--- src/design/htbd_pkg.sv ---
package htbd_pkg;

  localparam int TABLE_DEPTH  = 256;
  localparam int MAX_CODE_LEN = 32;
  localparam int BYTE_BITS    = 8;

  localparam int ADDR_W = $clog2(TABLE_DEPTH);
  localparam int CNT_W  = $clog2(TABLE_DEPTH + 1);
  localparam int CODE_W = MAX_CODE_LEN;
  localparam int LEN_W  = $clog2(MAX_CODE_LEN + 1);
  localparam int NB_W   = $clog2(BYTE_BITS + 1);

  localparam logic [1:0] REQ_CLEAR = 2'd0;
  localparam logic [1:0] REQ_LOAD  = 2'd1;
  localparam logic [1:0] REQ_DATA  = 2'd2;

  localparam logic ST_OK  = 1'b0;
  localparam logic ST_ERR = 1'b1;

  typedef struct packed {
    logic rdy;
    logic lat;
    logic clr;
    logic scan;
    logic wr;
    logic step;
    logic commit;
    logic push;
    logic push_last;
    logic pend_clr;
  } cmd_t;

  typedef struct packed {
    logic       in_valid;
    logic [1:0] in_req;
    logic       ld_ok;
    logic       scan_done;
    logic       scan_hit;
    logic       eval_res;
    logic       bits_empty;
    logic       pend_vld;
    logic       out_free;
  } sts_t;

endpackage

--- src/design/htbd_ctrl.sv ---
module htbd_ctrl (
  input  logic          clk_i,
  input  logic          rst_ni,
  input  htbd_pkg::sts_t sts_i,
  output htbd_pkg::cmd_t cmd_o
);
  import htbd_pkg::*;

  typedef enum logic [2:0] {
    S_IDLE, S_LD_CHK, S_LD_SCAN, S_BIT, S_D_SCAN, S_D_EVAL, S_FLUSH
  } state_e;

  state_e state_q, state_d;

  always_comb begin
    cmd_o   = '0;
    state_d = state_q;
    unique case (state_q)
      S_IDLE: begin
        cmd_o.rdy = 1'b1;
        if (sts_i.in_valid) begin
          cmd_o.lat = 1'b1;
          if (sts_i.in_req == REQ_CLEAR) begin
            cmd_o.clr = 1'b1;
          end else if (sts_i.in_req == REQ_LOAD) begin
            state_d = S_LD_CHK;
          end else if (sts_i.in_req == REQ_DATA) begin
            state_d = S_BIT;
          end
        end
      end
      S_LD_CHK: begin
        if (sts_i.ld_ok) begin
          cmd_o.scan = 1'b1;
          state_d    = S_LD_SCAN;
        end else begin
          state_d = S_IDLE;
        end
      end
      S_LD_SCAN: begin
        if (sts_i.scan_done) begin
          cmd_o.wr = !sts_i.scan_hit;
          state_d  = S_IDLE;
        end
      end
      S_BIT: begin
        if (sts_i.bits_empty) begin
          state_d = S_FLUSH;
        end else begin
          cmd_o.step = 1'b1;
          cmd_o.scan = 1'b1;
          state_d    = S_D_SCAN;
        end
      end
      S_D_SCAN: begin
        if (sts_i.scan_done) state_d = S_D_EVAL;
      end
      S_D_EVAL: begin
        if (!sts_i.eval_res || !sts_i.pend_vld) begin
          cmd_o.commit = 1'b1;
          state_d      = S_BIT;
        end else if (sts_i.out_free) begin
          // older result goes out, new one becomes pending
          cmd_o.commit = 1'b1;
          cmd_o.push   = 1'b1;
          state_d      = S_BIT;
        end
      end
      S_FLUSH: begin
        if (!sts_i.pend_vld) begin
          state_d = S_IDLE;
        end else if (sts_i.out_free) begin
          cmd_o.push      = 1'b1;
          cmd_o.push_last = 1'b1;
          cmd_o.pend_clr  = 1'b1;
          state_d         = S_IDLE;
        end
      end
      default: state_d = S_IDLE;
    endcase
  end

  always_ff @(posedge clk_i or negedge rst_ni) begin
    if (!rst_ni) begin
      state_q <= S_IDLE;
    end else begin
      state_q <= state_d;
    end
  end

endmodule

--- config.mk ---
export PLATFORM = sky130hd
export DESIGN_NAME = htbd_ctrl
export DESIGN_NICKNAME = d
export VERILOG_FILES = /design/src/design/htbd_pkg.sv /design/src/design/htbd_ctrl.sv
export SDC_FILE = /design/constraint.sdc
export NUM_CORES = 1
export LEC_CHECK = 0
export ABC_AREA = 1
export ABC_CLOCK_PERIOD_IN_PS = 1500
export BUFFER_PORTS_ARGS = -buffer_cell sky130_fd_sc_hd__buf_2
export CAP_MARGIN = 5
export CORE_ASPECT_RATIO = 0.9
export CORE_MARGIN = 10
export CORE_UTILIZATION = 28
export DETAILED_ROUTE_END_ITERATION = 10
export GPL_TIMING_DRIVEN = 0
export PLACE_DENSITY = 0.5
export SYNTH_ARGS = -nofsm -noshare
export SYNTH_HDL_FRONTEND = slang
export SYNTH_SLANG_ARGS = --single-unit
--- constraint.sdc ---
create_clock -name clk_i -period 1.5 [get_ports clk_i]
set_input_delay 0.15 -clock clk_i [delete_from_list [all_inputs] [get_ports clk_i]]
set_output_delay 0.15 -clock clk_i [all_outputs]
set_load 0.1 [all_outputs]
==> Word-level counts from Yosys, hierarchy flattened <==
Cells that the tools add are included.
{ "word_totals": {"regBits": 3, "input_bits": 12, "output_inout_bits": 10, "wordCells": 53} }
{ "classes": {"n_eq_ne": 15, "n_mux": 30, "reduce_logical": 7} }
{ "op_table": {"columns": ["operator", "count"], "rows": [
  ["3-bit two-way mux", 13],
  ["3-bit case mux with 7 select lines", 1],
  ["2-bit two-way mux", 5],
  ["3-bit == test (second input constant)", 3],
  ["1-bit two-way mux", 9],
  ["3-bit inequality test (second input constant)", 3],
  ["2-bit inequality test (second input constant)", 4],
  ["7-bit AND reduction", 1],
  ["3-bit by 2-bit == test with 1-bit output (second input constant)", 2],
  ["1-bit case mux with 2 select lines", 2],
  ["3-bit by 1-bit == test with 1-bit output (second input constant)", 1],
  ["1-bit logical NOT", 3],
  ["3-bit logical NOT", 1],
  ["2-bit by 1-bit == test with 1-bit output (second input constant)", 1],
  ["2-bit == test (second input constant)", 1],
  ["2-bit logical NOT", 1],
  ["1-bit logical OR", 1]
]} }

==> Logic depth before layout (Yosys ltp) <==
{ "depth": {"word_depth": 6, "mapped_depth": 9, "ltp_nobuf": 9} }

==> Worst setup path after synthesis <==
OpenSTA, ideal clock, no wires.
{ "synth_timing": {"path_kind": "reg-to-output", "startpoint": "register state_q[1]", "endpoint": "output cmd_o[8] in the netlist's numbering", "arrival_ns": 4.252, "required_time_ns": 1.350, "setup_slack_ns": -2.902, "stages_incl_launch_ff": 5, "path_buffers": 1, "cell_sequence": "dfrtp_1 buf_6 nor3_1 inv_1 nor2_1"} }
{ "synth_rtl": {"columns": ["item", "line_no", "text"], "rows": [
  ["start, declared", "htbd_ctrl.sv:13", "state_e state_q, state_d;"],
  ["start signal, assigned", "htbd_ctrl.sv:87", "state_q <= state_d;"],
  ["end, declared", "htbd_ctrl.sv:5", "output htbd_pkg::cmd_t cmd_o"]
]} }

==> Flow_metrics.wiki <==
{| class="wikitable"
! Metric !! Value
|-
| Result of the run || finished with violations
|-
| Failing checks || negative setup slack
|-
| Top layer in use || met3
|-
| Netlist Area Pre-Place || 457 um^2
|-
| Synth Area per Inst || 6.34 um^2
|-
| Number of H-tree levels || 1
|-
| Number of primary I/O pins || 22
|-
| Required time worst endpoint || 1.35 ns
|-
| Crit share post-route || 104%
|-
| Total global routing track utilization || 8.12%
|-
| Area of the placeable core || 1500 um^2
|-
| Time the worst path needs with I/O delays and setup || 1.56 ns
|-
| Share of post-route cells with drive strength above 1 || 57.5%
|-
| HPWL Detailed || 1.13 mm
|-
| Final setup viols || 6
|-
| Synth top area share || 16.4%
|-
| Num rows || 13
|-
| Worst hold-check path type || in -> async
|-
| Static power due to leakage || 0.460 nW
|-
| Routed wire length || 1.48 mm
|-
| Power density cells || 2050 nW/um^2
|-
| Drt wl/cell || 11.6 um
|-
| Total congestion overflow || 0
|-
| CTS Root Cell || sky130_fd_sc_hd__clkbuf_4
|-
| Net count reported at finish || 121
|-
| Worst setup path startpoint || state_q[0]
|-
| Antenna violations before repair || 0
|-
| Amount of wire on met3 after detailed routing || 55 um
|-
| TritonCTS clock tree || done
|-
| Startpoint type of the worst setup path || register
|-
| Number of buffers on the longest clock path || 2
|-
| Number of flops mapped to enable cells by yosys || 0
|-
| Net count after synthesis || 86
|-
| Die W || 62.6 um
|-
| First-pass GRT wire length || 2.56 mm
|-
| Portion of the post-synthesis area used by sequential elements || 16.4%
|-
| Vias in the first global route || 582
|-
| Area of all placed cells without fillers || 968 um^2
|-
| Synth Instances || 72
|-
| Max cap viols || 0
|-
| Die height || 58.3 um
|-
| Growth of design area from synthesis to finish || 112%
|-
| Largest cells by area after synthesis || sky130_fd_sc_hd__dfrtp_1 16%, sky130_fd_sc_hd__nand2_1 12%, sky130_fd_sc_hd__nand3_1 11%, sky130_fd_sc_hd__inv_1 7.4%, sky130_fd_sc_hd__ha_1 5.5%
|-
| Post-route DRC violation count || 0
|-
| Tightest slew margin relative to the limit || 85.0%
|-
| Highest ir drop seen on vdd || 1.67 mV
|-
| Start-to-end type of the worst setup path || reg -> out
|-
| Number of failing hold endpoints at the final stage || 0
|-
| Largest net degree at the start of global routing || 10
|-
| Detailed-route wire length on metal 1 || 700 um
|-
| Largest registers in the final layout || state_q x3
|-
| Worst flop-to-flop path startpoint || state_q[0]
|-
| Number of clock sinks || 3
|-
| Initial core utilization || 30.5%
|-
| Worst-path maximum fanout || 6
|-
| Setup repair after global routing missed its margin || yes
|-
| Register with the highest flop count || state_q
|-
| Diodes inserted || 0
|-
| Clock-pin slew on the worst setup and hold paths || 0.04 ns
|-
| Die area || 3650 um^2
|-
| Measured slew at the worst slew-check pin || 0.225 ns
|-
| First-pass iteration count of the detailed router || 4
|-
| Arrival time at the worst endpoint || 1.41 ns
|-
| Starting DRC count in detailed routing || 7
|-
| Share of flip-flops with an asynchronous set or reset || 100%
|-
| Count of yosys warnings during synthesis || 0
|-
| Number of flip-flops in the largest register || 3
|-
| Highest attainable clock frequency || 0.642 GHz
|-
| Count of fill cells added during filler insertion || 138
|-
| Most common flop cell mapped by yosys || sky130_fd_sc_hd__dfrtp_1
|-
| Post-synthesis register bit count || 3
|-
| Max-slew violation count || 0
|-
| Clock buffer count from CTS || 3
|-
| Number of antenna-violating nets in the routed design || 0
|-
| Routability cong. || 0.767
|-
| Top post-synthesis cells by count || 15 x sky130_fd_sc_hd__nand2_1, 10 x sky130_fd_sc_hd__nand3_1, 9 x sky130_fd_sc_hd__inv_1, 4 x sky130_fd_sc_hd__nor2_1, 4 x sky130_fd_sc_hd__nor2_2
|-
| Port buffer count || 21
|-
| CP Capture Type || output pin
|-
| Most frequent cell after synthesis || sky130_fd_sc_hd__nand2_1
|-
| Total power of the final layout || 1.99 mW
|-
| Detailed-routed wire length on met2 || 727 um
|-
| Clk_lat worst skew || 0.23 ns
|-
| Dpl cell area || 709 um^2
|-
| Library cell with the largest summed area after synthesis || sky130_fd_sc_hd__dfrtp_1
|-
| Worst-case clock skew || 0.00137 ns
|-
| Setup ws final || -0.0582 ns
|-
| Netlist cell types || 22
|-
| Total vias in the final route || 584
|-
| Vias/cell || 4.56
|}
## cell type report
| type | count | area [um^2] | area share [%] |
|---|---|---|---|
| clock buffer | 4 | 26.3 | 2.71 |
| inverter | 11 | 58.8 | 6.07 |
| tap | 22 | 27.5 | 2.84 |
| timing repair buffer | 30 | 303 | 31.3 |
| buffer | 3 | 42.5 | 4.39 |
| sequential | 3 | 76.3 | 7.88 |
| multi-input combinational | 55 | 434 | 44.8 |
## cell families after synthesis
logic type               count (synthesis)  synth area share [%]
AND/OR/NAND/NOR                         47                  54.5
buffers and inverters                   14                  14.2
AO/OA/AOI/OAI                            6                  9.31
flip-flops                               3                  16.4
adder cells (fa/ha/maj)                  2                  5.48
## metal layers
layer | up-vias | GRT usage (%)
li1 | 304 | -
met2 | 13 | 13.7
met5 | - | 0
met3 | 0 | 2.08
met4 | 0 | 1.91
met1 | 267 | 10.1
## worst paths after layout
| check | to | slack [ns] | depth (start not counted) |
|---|---|---|---|
| worst max register to register | state_q[1] | 0.18 | 7 |
| max in group asynchronous | state_q[0] | 1.14 | 2 |
| worst min register to register | state_q[1] | 0.64 | 3 |
| worst max-delay path | cmd_o[5] | -0.06 | 4 |
| worst min-delay path | state_q[1] | 0.24 | 2 |
| min in group clk_i | state_q[0] | 0.30 | 4 |
## through the flow
| stage | setup WS (ns) | utilization [%] | setup TNS [ns] | hold slack, ns | cells |
|---|---|---|---|---|---|
| detailed placement | -0.0918 | 47.4 | -0.202 | -0.0516 | 115 |
| finish | -0.0582 | 64.7 | -0.194 | 0.243 | 128 |
| CTS | -0.0699 | 61.2 | -0.270 | 0.241 | 125 |
| floorplan | -0.982 | - | -3.15 | -0.146 | 72 |
| global placement | -0.0876 | 47.4 | -0.178 | -0.0534 | 115 |
| global route | -0.150 | 64.7 | -0.731 | 0.252 | 128 |
## worst max-delay path, cell delays in order (launching register included)
cell                      delay, ns
sky130_fd_sc_hd__dfrtp_2       0.48
sky130_fd_sc_hd__inv_1         0.19
sky130_fd_sc_hd__nand3_4       0.11
sky130_fd_sc_hd__nor3_4        0.20
sky130_fd_sc_hd__buf_12        0.20
## where the power goes
group	switching (mW)	total, mW	internal [mW]
combinational	1.04	1.68	0.641
sequential	0.0506	0.171	0.121
clock	0.0405	0.140	0.0996
total	1.13	1.99	0.862
## timing repair
action / CTS / global route
setup buffers: 5 / 3
pin swaps: 9 / 1
resized for setup: 33 / 7
endpoints found under the setup margin: 10 / 11
cloned: 0 / 0
hold buffers: 1 / 0
hold endpoints to repair: 3 / 0
## cell usage in the layout (no fill, tap or decap), types with 2 or more instances in the layout
cell,n
sky130_fd_sc_hd__buf_12,8
sky130_fd_sc_hd__buf_2,11
sky130_fd_sc_hd__buf_4,7
sky130_fd_sc_hd__buf_6,6
sky130_fd_sc_hd__clkbuf_4,3
sky130_fd_sc_hd__dfrtp_1,2
sky130_fd_sc_hd__ha_1,2
sky130_fd_sc_hd__inv_1,8
sky130_fd_sc_hd__nand2_1,14
sky130_fd_sc_hd__nand2_2,2
sky130_fd_sc_hd__nand2_4,2
sky130_fd_sc_hd__nand3_1,9
sky130_fd_sc_hd__nand4_1,3
sky130_fd_sc_hd__nor2_2,2
sky130_fd_sc_hd__nor2_4,7
sky130_fd_sc_hd__nor3_4,4
Note: power is estimated with default switching activity, not from simulation.
